### config.mk
export PLATFORM = sky130hd
export DESIGN_NAME = fir_filter_100_tap
export DESIGN_NICKNAME = d
export VERILOG_FILES = /design/src/fir100_pkg.sv /design/src/fir_filter_100_tap.sv /design/src/fir100_datapath.sv /design/src/fir100_ctrl.sv
export VERILOG_INCLUDE_DIRS = /design/src /design/src/src
export SDC_FILE = /design/constraint.sdc
export NUM_CORES = 2
export LEC_CHECK = 0
export ABC_AREA = 0
export BUFFER_PORTS_ARGS = -buffer_cell sky130_fd_sc_hd__buf_2
export CELL_PAD_IN_SITES_DETAIL_PLACEMENT = 0
export CELL_PAD_IN_SITES_GLOBAL_PLACEMENT = 1
export CORE_MARGIN = 3
export CORE_UTILIZATION = 32
export DETAILED_ROUTE_END_ITERATION = 10
export PLACE_DENSITY = 0.57
export RECOVER_POWER = 50
export REMOVE_ABC_BUFFERS = 1
export SLEW_MARGIN = 0
export SYNTH_ARGS = -nofsm -noshare
export SYNTH_HDL_FRONTEND = slang
export SYNTH_SLANG_ARGS = --single-unit
### constraint.sdc
create_clock -name clk_i -period 10 [get_ports clk_i]
set_input_delay 0.5 -clock clk_i [delete_from_list [all_inputs] [get_ports clk_i]]
set_output_delay 0.5 -clock clk_i [all_outputs]
set_load 0.02 [all_outputs]
### src/fir_filter_100_tap_macros.svh
// assertion macros shared by the fir filter rtl
`ifndef FIR_FILTER_100_TAP_MACROS_SVH
`define FIR_FILTER_100_TAP_MACROS_SVH

`ifndef SYNTHESIS
// plain property, clocked on clk_i, off while in reset
`define FIR100_ASSERT(label, prop, msg) \
  label: assert property (@(posedge clk_i) disable iff (!rst_ni) prop) else $error(msg);
// same-cycle implication
`define FIR100_ASSERT_IMPL(label, ante, cons, msg) \
  `FIR100_ASSERT(label, (ante) |-> (cons), msg)
// next-cycle implication
`define FIR100_ASSERT_NEXT(label, ante, cons, msg) \
  `FIR100_ASSERT(label, (ante) |=> (cons), msg)
`else
`define FIR100_ASSERT(label, prop, msg)
`define FIR100_ASSERT_IMPL(label, ante, cons, msg)
`define FIR100_ASSERT_NEXT(label, ante, cons, msg)
`endif

`endif

### src/fir100_pkg.sv
// constants, coefficient table and control types of the fir filter
`default_nettype none

package fir100_pkg;

  localparam int Taps       = 100;
  localparam int CoefBits   = 16;
  localparam int SampleBits = 10;
  localparam int OutBits    = 16;
  localparam int DesignTaps = 100;

  localparam int PtrBits  = (Taps > 1) ? $clog2(Taps) : 1;
  localparam int FillBits = $clog2(Taps + 1);
  localparam int ProdBits = SampleBits + 1 + CoefBits;
  localparam int AccBits  = ProdBits + PtrBits;
  localparam int ResBits  = AccBits + 1;

  localparam logic [OutBits-1:0] OffsetReset = OutBits'(5500);
  localparam logic [OutBits-1:0] OutMax      = '1;

  // design coefficients in units of 1/10000
  localparam longint DesignDiv  = 10000;
  localparam longint DesignHalf = DesignDiv / 2;

  typedef int design_tab_t [DesignTaps];
  localparam design_tab_t DesignCoef = '{
    -20, -20, -20, -19, -17, -15, -11, -6, 1, 10,
    20, 32, 46, 60, 74, 87, 98, 106, 110, 110,
    104, 92, 73, 48, 17, -19, -58, -101, -143, -185,
    -222, -254, -278, -293, -297, -289, -269, -237, -193, -140,
    -79, -12, 59, 129, 196, 258, 311, 352, 382, 396,
    396, 382, 352, 311, 258, 196, 129, 59, -12, -79,
    -140, -193, -237, -269, -289, -297, -293, -278, -254, -222,
    -185, -143, -101, -58, -19, 17, 48, 73, 92, 104,
    110, 110, 106, 98, 87, 74, 60, 46, 32, 20,
    10, 1, -6, -11, -15, -17, -19, -20, -20, -20
  };

  typedef logic signed [CoefBits-1:0] coef_rom_t [Taps];

  // scale to CoefBits-1 fraction bits, round half away from zero
  function automatic coef_rom_t build_coef_rom();
    coef_rom_t rom;
    longint    num;
    longint    mag;
    longint    q;
    for (int i = 0; i < Taps; i++) begin
      if (i < DesignTaps) begin
        num = longint'(DesignCoef[i]) * (longint'(1) << (CoefBits - 1));
        mag = (num < 0) ? -num : num;
        q   = (mag + DesignHalf) / DesignDiv;
        rom[i] = CoefBits'((num < 0) ? -q : q);
      end else begin
        rom[i] = '0;
      end
    end
    return rom;
  endfunction

  localparam coef_rom_t CoefRom = build_coef_rom();

  // controller to datapath
  typedef struct packed {
    logic load;    // take the sample, restart the tap walk
    logic issue;   // read one tap this cycle
    logic finish;  // move the result into the output register
  } cmd_t;

  // datapath to controller
  typedef struct packed {
    logic last_tap;
    logic pipe_busy;
    logic out_free;
  } sts_t;

endpackage

`default_nettype wire

### src/fir_filter_100_tap.sv
// top level of the 100-tap direct-form fir filter
`default_nettype none

// 100-tap direct-form fir filter over 10-bit unsigned converter samples.
// each input request carries one sample; it goes into a ring of the last 100
// samples (zeros after reset) and the block sums coefficient k times the k-th
// newest sample with a fixed q1.15 coefficient table, shifts the sum right by
// 15 (rounding toward minus infinity), adds the output_offset register (reset
// 5500) and clamps to 0..65535 for one output request. one shared multiplier
// walks the taps one per cycle: the result reaches the output register after
// 100 tap reads from the ring memory, the drain of the read/multiply/accumulate
// pipeline and the load of the output register. one item is worked on at a
// time; in_stall_o is high from accept until the result is in the output
// register, which then waits for the sink on its own while the next sample is
// taken. the offset is written through cfg_valid_i/cfg_data_i (cfg_ready_o is
// always high) and must only change while no item is in flight.

module fir_filter_100_tap
  import fir100_pkg::*;
(
  input  wire logic                  clk_i,
  input  wire logic                  rst_ni,
  // sample requests
  input  wire logic                  in_valid_i,
  output logic                       in_stall_o,
  input  wire logic [SampleBits-1:0] sample_i,
  // filtered results
  output logic                       out_valid_o,
  input  wire logic                  out_stall_i,
  output logic [OutBits-1:0]         filtered_o,
  // offset register write
  input  wire logic                  cfg_valid_i,
  output logic                       cfg_ready_o,
  input  wire logic [OutBits-1:0]    cfg_data_i
);

  cmd_t cmd;
  sts_t sts;

  // register writes are always taken
  assign cfg_ready_o = 1'b1;

  fir100_ctrl u_ctrl (
    .clk_i      (clk_i),
    .rst_ni     (rst_ni),
    .in_valid_i (in_valid_i),
    .in_stall_o (in_stall_o),
    .sts_i      (sts),
    .cmd_o      (cmd)
  );

  fir100_datapath u_datapath (
    .clk_i       (clk_i),
    .rst_ni      (rst_ni),
    .cmd_i       (cmd),
    .sts_o       (sts),
    .sample_i    (sample_i),
    .cfg_we_i    (cfg_valid_i && cfg_ready_o),
    .cfg_data_i  (cfg_data_i),
    .out_stall_i (out_stall_i),
    .out_valid_o (out_valid_o),
    .filtered_o  (filtered_o)
  );

endmodule

`default_nettype wire

### src/fir100_datapath.sv
// sample ring, coefficient table, multiply-accumulate and output register
`default_nettype none

`include "fir_filter_100_tap_macros.svh"

module fir100_datapath
  import fir100_pkg::*;
(
  input  wire logic                  clk_i,
  input  wire logic                  rst_ni,
  input  wire cmd_t                  cmd_i,
  output sts_t                       sts_o,
  input  wire logic [SampleBits-1:0] sample_i,
  input  wire logic                  cfg_we_i,
  input  wire logic [OutBits-1:0]    cfg_data_i,
  input  wire logic                  out_stall_i,
  output logic                       out_valid_o,
  output logic [OutBits-1:0]         filtered_o
);

  logic [SampleBits-1:0]      ring_q [Taps];
  logic [OutBits-1:0]         offset_q;
  logic [PtrBits-1:0]         wp_q;
  logic [FillBits-1:0]        fill_q;
  logic [PtrBits-1:0]         rd_idx_q;
  logic [PtrBits-1:0]         tap_q;
  logic [SampleBits-1:0]      rd_data_q;
  logic signed [CoefBits-1:0] coef_q;
  logic                       ent_ok_q;
  logic                       s1_vld_q;
  logic signed [ProdBits-1:0] prod_q;
  logic                       s2_vld_q;
  logic signed [AccBits-1:0]  acc_q;
  logic                       out_valid_q;
  logic [OutBits-1:0]         out_data_q;
  logic signed [AccBits-1:0]  shifted;
  logic signed [ResBits-1:0]  sum;
  logic [OutBits-1:0]         result_d;

  // offset register
  always_ff @(posedge clk_i or negedge rst_ni) begin
    if (!rst_ni) begin
      offset_q <= OffsetReset;
    end else if (cfg_we_i) begin
      offset_q <= cfg_data_i;
    end
  end

  // write pointer and fill count; slots at or above the fill count read as zero
  always_ff @(posedge clk_i or negedge rst_ni) begin
    if (!rst_ni) begin
      wp_q   <= '0;
      fill_q <= '0;
    end else if (cmd_i.load) begin
      wp_q <= (wp_q == PtrBits'(Taps - 1)) ? '0 : wp_q + 1'b1;
      if (fill_q != FillBits'(Taps)) begin
        fill_q <= fill_q + 1'b1;
      end
    end
  end

  // ring memory, registered read
  always_ff @(posedge clk_i) begin
    if (cmd_i.load) begin
      ring_q[wp_q] <= sample_i;
    end
    rd_data_q <= ring_q[rd_idx_q];
  end

  // tap walk, newest sample first
  always_ff @(posedge clk_i) begin
    if (cmd_i.load) begin
      rd_idx_q <= wp_q;
      tap_q    <= '0;
    end else if (cmd_i.issue) begin
      rd_idx_q <= (rd_idx_q == '0) ? PtrBits'(Taps - 1) : rd_idx_q - 1'b1;
      tap_q    <= tap_q + 1'b1;
    end
    coef_q   <= CoefRom[tap_q];
    ent_ok_q <= FillBits'(rd_idx_q) < fill_q;
    prod_q   <= ent_ok_q ? ProdBits'($signed({1'b0, rd_data_q}) * coef_q) : '0;
    if (cmd_i.load) begin
      acc_q <= '0;
    end else if (s2_vld_q) begin
      acc_q <= acc_q + AccBits'(prod_q);
    end
  end

  always_ff @(posedge clk_i or negedge rst_ni) begin
    if (!rst_ni) begin
      s1_vld_q <= 1'b0;
      s2_vld_q <= 1'b0;
    end else begin
      s1_vld_q <= cmd_i.issue;
      s2_vld_q <= s1_vld_q;
    end
  end

  // floor shift, offset, clamp
  always_comb begin
    shifted = acc_q >>> (CoefBits - 1);
    sum     = ResBits'(shifted) + $signed(ResBits'({1'b0, offset_q}));
    if (sum < 0) begin
      result_d = '0;
    end else if (sum > $signed(ResBits'({1'b0, OutMax}))) begin
      result_d = OutMax;
    end else begin
      result_d = sum[OutBits-1:0];
    end
  end

  always_ff @(posedge clk_i or negedge rst_ni) begin
    if (!rst_ni) begin
      out_valid_q <= 1'b0;
    end else if (cmd_i.finish) begin
      out_valid_q <= 1'b1;
    end else if (!out_stall_i) begin
      out_valid_q <= 1'b0;
    end
  end

  always_ff @(posedge clk_i) begin
    if (cmd_i.finish) begin
      out_data_q <= result_d;
    end
  end

  assign out_valid_o = out_valid_q;
  assign filtered_o  = out_data_q;

  assign sts_o.last_tap  = tap_q == PtrBits'(Taps - 1);
  assign sts_o.pipe_busy = s1_vld_q | s2_vld_q;
  assign sts_o.out_free  = !out_valid_q || !out_stall_i;

  `FIR100_ASSERT(a_fill_bound, fill_q <= FillBits'(Taps), "fill count past ring depth")

endmodule

`default_nettype wire

### src/fir100_ctrl.sv
// sequencer for accept, tap walk, pipeline drain and result hand-off
`default_nettype none

`include "fir_filter_100_tap_macros.svh"

module fir100_ctrl
  import fir100_pkg::*;
(
  input  wire logic clk_i,
  input  wire logic rst_ni,
  input  wire logic in_valid_i,
  output logic      in_stall_o,
  input  wire sts_t sts_i,
  output cmd_t      cmd_o
);

  localparam logic [1:0] StIdle  = 2'd0;
  localparam logic [1:0] StRun   = 2'd1;
  localparam logic [1:0] StDrain = 2'd2;
  localparam logic [1:0] StDone  = 2'd3;

  logic [1:0] state_q;
  logic [1:0] state_d;

  always_comb begin
    state_d = state_q;
    unique case (state_q)
      StIdle:  if (in_valid_i) state_d = StRun;
      StRun:   if (sts_i.last_tap) state_d = StDrain;
      StDrain: if (!sts_i.pipe_busy) state_d = StDone;
      StDone:  if (sts_i.out_free) state_d = StIdle;
      default: state_d = StIdle;
    endcase
  end

  always_ff @(posedge clk_i or negedge rst_ni) begin
    if (!rst_ni) begin
      state_q <= StIdle;
    end else begin
      state_q <= state_d;
    end
  end

  assign in_stall_o   = state_q != StIdle;
  assign cmd_o.load   = (state_q == StIdle) && in_valid_i;
  assign cmd_o.issue  = state_q == StRun;
  assign cmd_o.finish = (state_q == StDone) && sts_i.out_free;

  `FIR100_ASSERT_IMPL(a_done_drained, state_q == StDone, !sts_i.pipe_busy,
                      "result taken before the pipeline drained")
  `FIR100_ASSERT_NEXT(a_walk_starts, cmd_o.load, cmd_o.issue,
                      "tap walk did not start after a request")
  `FIR100_ASSERT_NEXT(a_finish_once, cmd_o.finish, !cmd_o.finish && !cmd_o.issue,
                      "result handed off twice")

endmodule

`default_nettype wire

==> flow_metrics.tcl <==
set metrics [dict create \
    grt-ovfl-total 0 \
    synth_enable_flop_cells 1023 \
    clockBufferDepth 3 \
    cts_tree "yes" \
    placed_area_um2 55500 \
    rr_worst_depth 19 \
    synth_cell_types 80 \
    routedWlPerCell_um 23.2 \
    drc 0 \
    fin_area_um2 59400 \
    path_max_fanout 12 \
    cp_slowest_stage_delay_ns 0.63 \
    violations "max-capacitance violations, max-slew violations" \
    drt-total-wl_mm 129 \
    path_clk_slew_ns 0.06 \
    core_um2 163000 \
    grt_antenna_before_repair 2 \
    crit_path_top_delay_cell "fa_1" \
    nFillCells 15400 \
    cts_buffers 120 \
    via_per_inst 4.93 \
    max_freq_mhz 167 \
    grt_pass1_vias 28400 \
    htree_num_levels 3 \
    path_class "flip-flop to flip-flop" \
    p_leak_uw 0.0207 \
    synth.most_common_cell "edfxtp_1" \
    syn_area_per_cell_um2 16.4 \
    drive_above_1_share_pct 17.7 \
    hp-class "primary input to flip-flop" \
    dieHeight_um 412 \
    die_x_um 412 \
    finalSetupViolations 0 \
    synth.top_cell.area_share_pct 58.2 \
    holdPathStages 2 \
    post-dp-hpwl_mm 81.3 \
    hold_violations 0 \
    numPortBuffers 48 \
    synthCells 3220 \
    preCtsSetupSlack_ns 3.99 \
    worst_slack_ns 4.01 \
    cp-start-kind "flip-flop" \
    grt_start_max_net_pins 126 \
    grt_pass1_wl_mm 193 \
    r2r_end "u_datapath.prod_q[25]" \
    required_ns 10.59 \
    powerDensity_nw_per_um2 165 \
    io_pins 50 \
    syn-cell-area_um2 52800 \
    path_cells "nand2_1, inv_1, fa_1, fa_1, inv_1, fa_1, inv_1, fa_1, inv_1, fa_1, inv_1, ha_1, and3_1, a221oi_1, nor2b_1, a311oi_2, nor3b_1, or3_1, and3_1" \
    r2r-start "u_datapath.rd_data_q[2]" \
    peakVddDrop_uv 151 \
    via_count 27400 \
    finClkSkew_ns 0.105 \
    cp.arrival_ns 6.57 \
    worst_pin_slew_ns 4.02 \
    rsz0062_at_grt "false" \
    clk_latency_ns 0.79 \
    crit_path_end_kind "flip-flop" \
    worstHoldStart "cfg_data_i[15]" \
    fin_nets 3572 \
    yosysWarnings 0 \
    yosysTopAreaCell "edfxtp_1" \
    clock_sinks 1149 \
    hold_path_end "u_datapath.offset_q[15]" \
    drt_iter0_markers 2108 \
    syn_to_final_growth_pct 12.6 \
    grt_util_all_layers_pct 15.2 \
    totalPowerFinal_uw 9820 \
    die_area_um2 170000 \
    status "finished, violations left" \
    postRouteAntennaNets 0 \
    ff2ff_setup_slack_ns 4.01 \
    yosys_most_used_dff "edfxtp_1" \
    synthArstFlopShare_pct 3.05 \
    gp_congestion 0.755 \
    ys_seq_area_share_pct 63.3 \
    firstDrtPassIters 5 \
    relSlewSlack_pct -168 \
    synth_area_leaders "edfxtp_1 58%, mux4_2 14%, fa_1 4.6%" \
    maxCapViolCount 21 \
    rows 148 \
    ys_ff_latch 1149 \
    initial_core_util_pct 32.3 \
    synth_common_cells "1023 x edfxtp_1, 317 x mux4_2, 218 x inv_1" \
    final_min_period_over_clock_period_pct 59.9 \
    maxSlewViolCount 1100 \
    period_minus_slack_ns 5.99 \
    cts_root_buffer "clkbuf_16" \
    post-cts-setup-buffers 0 \
]
-- kinds of logic after synthesis --
family	Yosys count	share of synthesized area (%)
multiplexers	390	15.0
AO/OA/AOI/OAI	371	4.52
other	1	0.00711
flip-flops	1149	63.3
XOR/XNOR	71	1.18
AND/OR/NAND/NOR	600	5.37
buffers and inverters	388	2.93
adder cells (fa/ha/maj)	250	7.65
-- metrics by stage --
stage	instances	TNS, ns	hold WS (ns)	util (%)
2_1_floorplan	3051	-23.75	0.204	-
3_3_place_gp	5327	0	0.366	34.0
3_5_place_dp	5327	0	0.378	34.0
4_1_cts	5564	0	0.0573	36.5
5_1_grt	5564	0	0.0911	36.4
6_report	5565	0	0.126	36.4
-- report_power, final --
part | leakage, uW | internal (uW) | switching [uW]
Sequential | 0.0104 | 5240 | 5.23
Combinational | 0.00851 | 36.8 | 110
Clock | 0.00187 | 2510 | 1920
Total | 0.0207 | 7790 | 2030
-- layout make-up --
type | instances | area, um^2 | area share [%]
clock inverter | 71 | 746 | 1.25
timing repair buffer | 118 | 764 | 1.29
tap | 2175 | 2720 | 4.58
clock buffer | 149 | 3140 | 5.29
sequential | 1149 | 33400 | 56.2
multi-input combinational | 1683 | 17800 | 30.0
antenna | 1 | 2.50 | 0.00421
inverter | 219 | 822 | 1.38
-- sequential cells by signal, indices dropped and copies added, names as in the netlist, 10 cells and up --
| register | cells |
|---|---|
| u_datapath.coef_q | 12 |
| u_datapath.filtered_o | 16 |
| u_datapath.offset_q | 16 |
| u_datapath.ring_q | 1000 |
| u_datapath.acc_q | 34 |
| u_datapath.prod_q | 27 |
| u_datapath.rd_data_q | 10 |
-- placed cells by master, fill, tap and decap left out, drive strengths merged, types with 10 or more instances in the layout --
cell         Yosys  final
edfxtp        1023   1023
mux4           317    317
inv            218    219
clkbuf         108    194
nor2           190    190
nand2          166    166
ha             129    129
fa             121    121
o21ai          100    100
a21oi           94     94
dfxtp           91     91
and2            85     85
buf             61     56
clkinv           1     56
xnor2           50     50
mux2i           37     37
mux2            36     36
nand3           30     30
nor2b           30     30
nand2b          28     28
dfrtp           27     27
o21a            24     24
xor2            21     21
nor3            20     20
a211oi          19     19
a31oi           19     19
a21o            17     17
dlygate4sd3      0     17
o211ai          16     16
or3             12     12
bufinv           0     11
and3            10     10
nor3b           10     10
-- what timing repair did --
item	in CTS	in global routing
gates resized for setup	0	0
hold buffers	17	0
hold endpoints to repair	43	0
-- worst max path at each step --
| stage | endpoint | cells past startpoint | start |
|---|---|---|---|
| after floorplan | u_datapath.rd_data_q[7] | 6 | u_datapath.rd_idx_q[0] |
| after global placement | u_datapath.prod_q[25] | 19 | u_datapath.rd_data_q[2] |
| after detailed placement | u_datapath.prod_q[25] | 19 | u_datapath.rd_data_q[2] |
| after CTS | u_datapath.prod_q[25] | 19 | u_datapath.rd_data_q[2] |
| after global routing | u_datapath.prod_q[25] | 19 | u_datapath.rd_data_q[2] |
| final | u_datapath.prod_q[25] | 19 | u_datapath.rd_data_q[2] |
-- per-layer routing --
| layer | wire length [um] | global-route usage (%) |
|---|---|---|
| met4 | 2560 | 3.34 |
| met1 | 59100 | 21.6 |
| met2 | 62200 | 24.6 |
| met5 | 0 | 0 |
| met3 | 5050 | 2.25 |
-- worst max-delay path: cells and delay by family, from the launching register on --
family / cells / cell delay, ns
fa+ha+maj: 6 / 3.16
simple gates: 6 / 1.07
compound gates: 2 / 0.61
flops: 1 / 0.60
buf+inv: 5 / 0.42
Note: power is estimated with default switching activity, not from simulation.
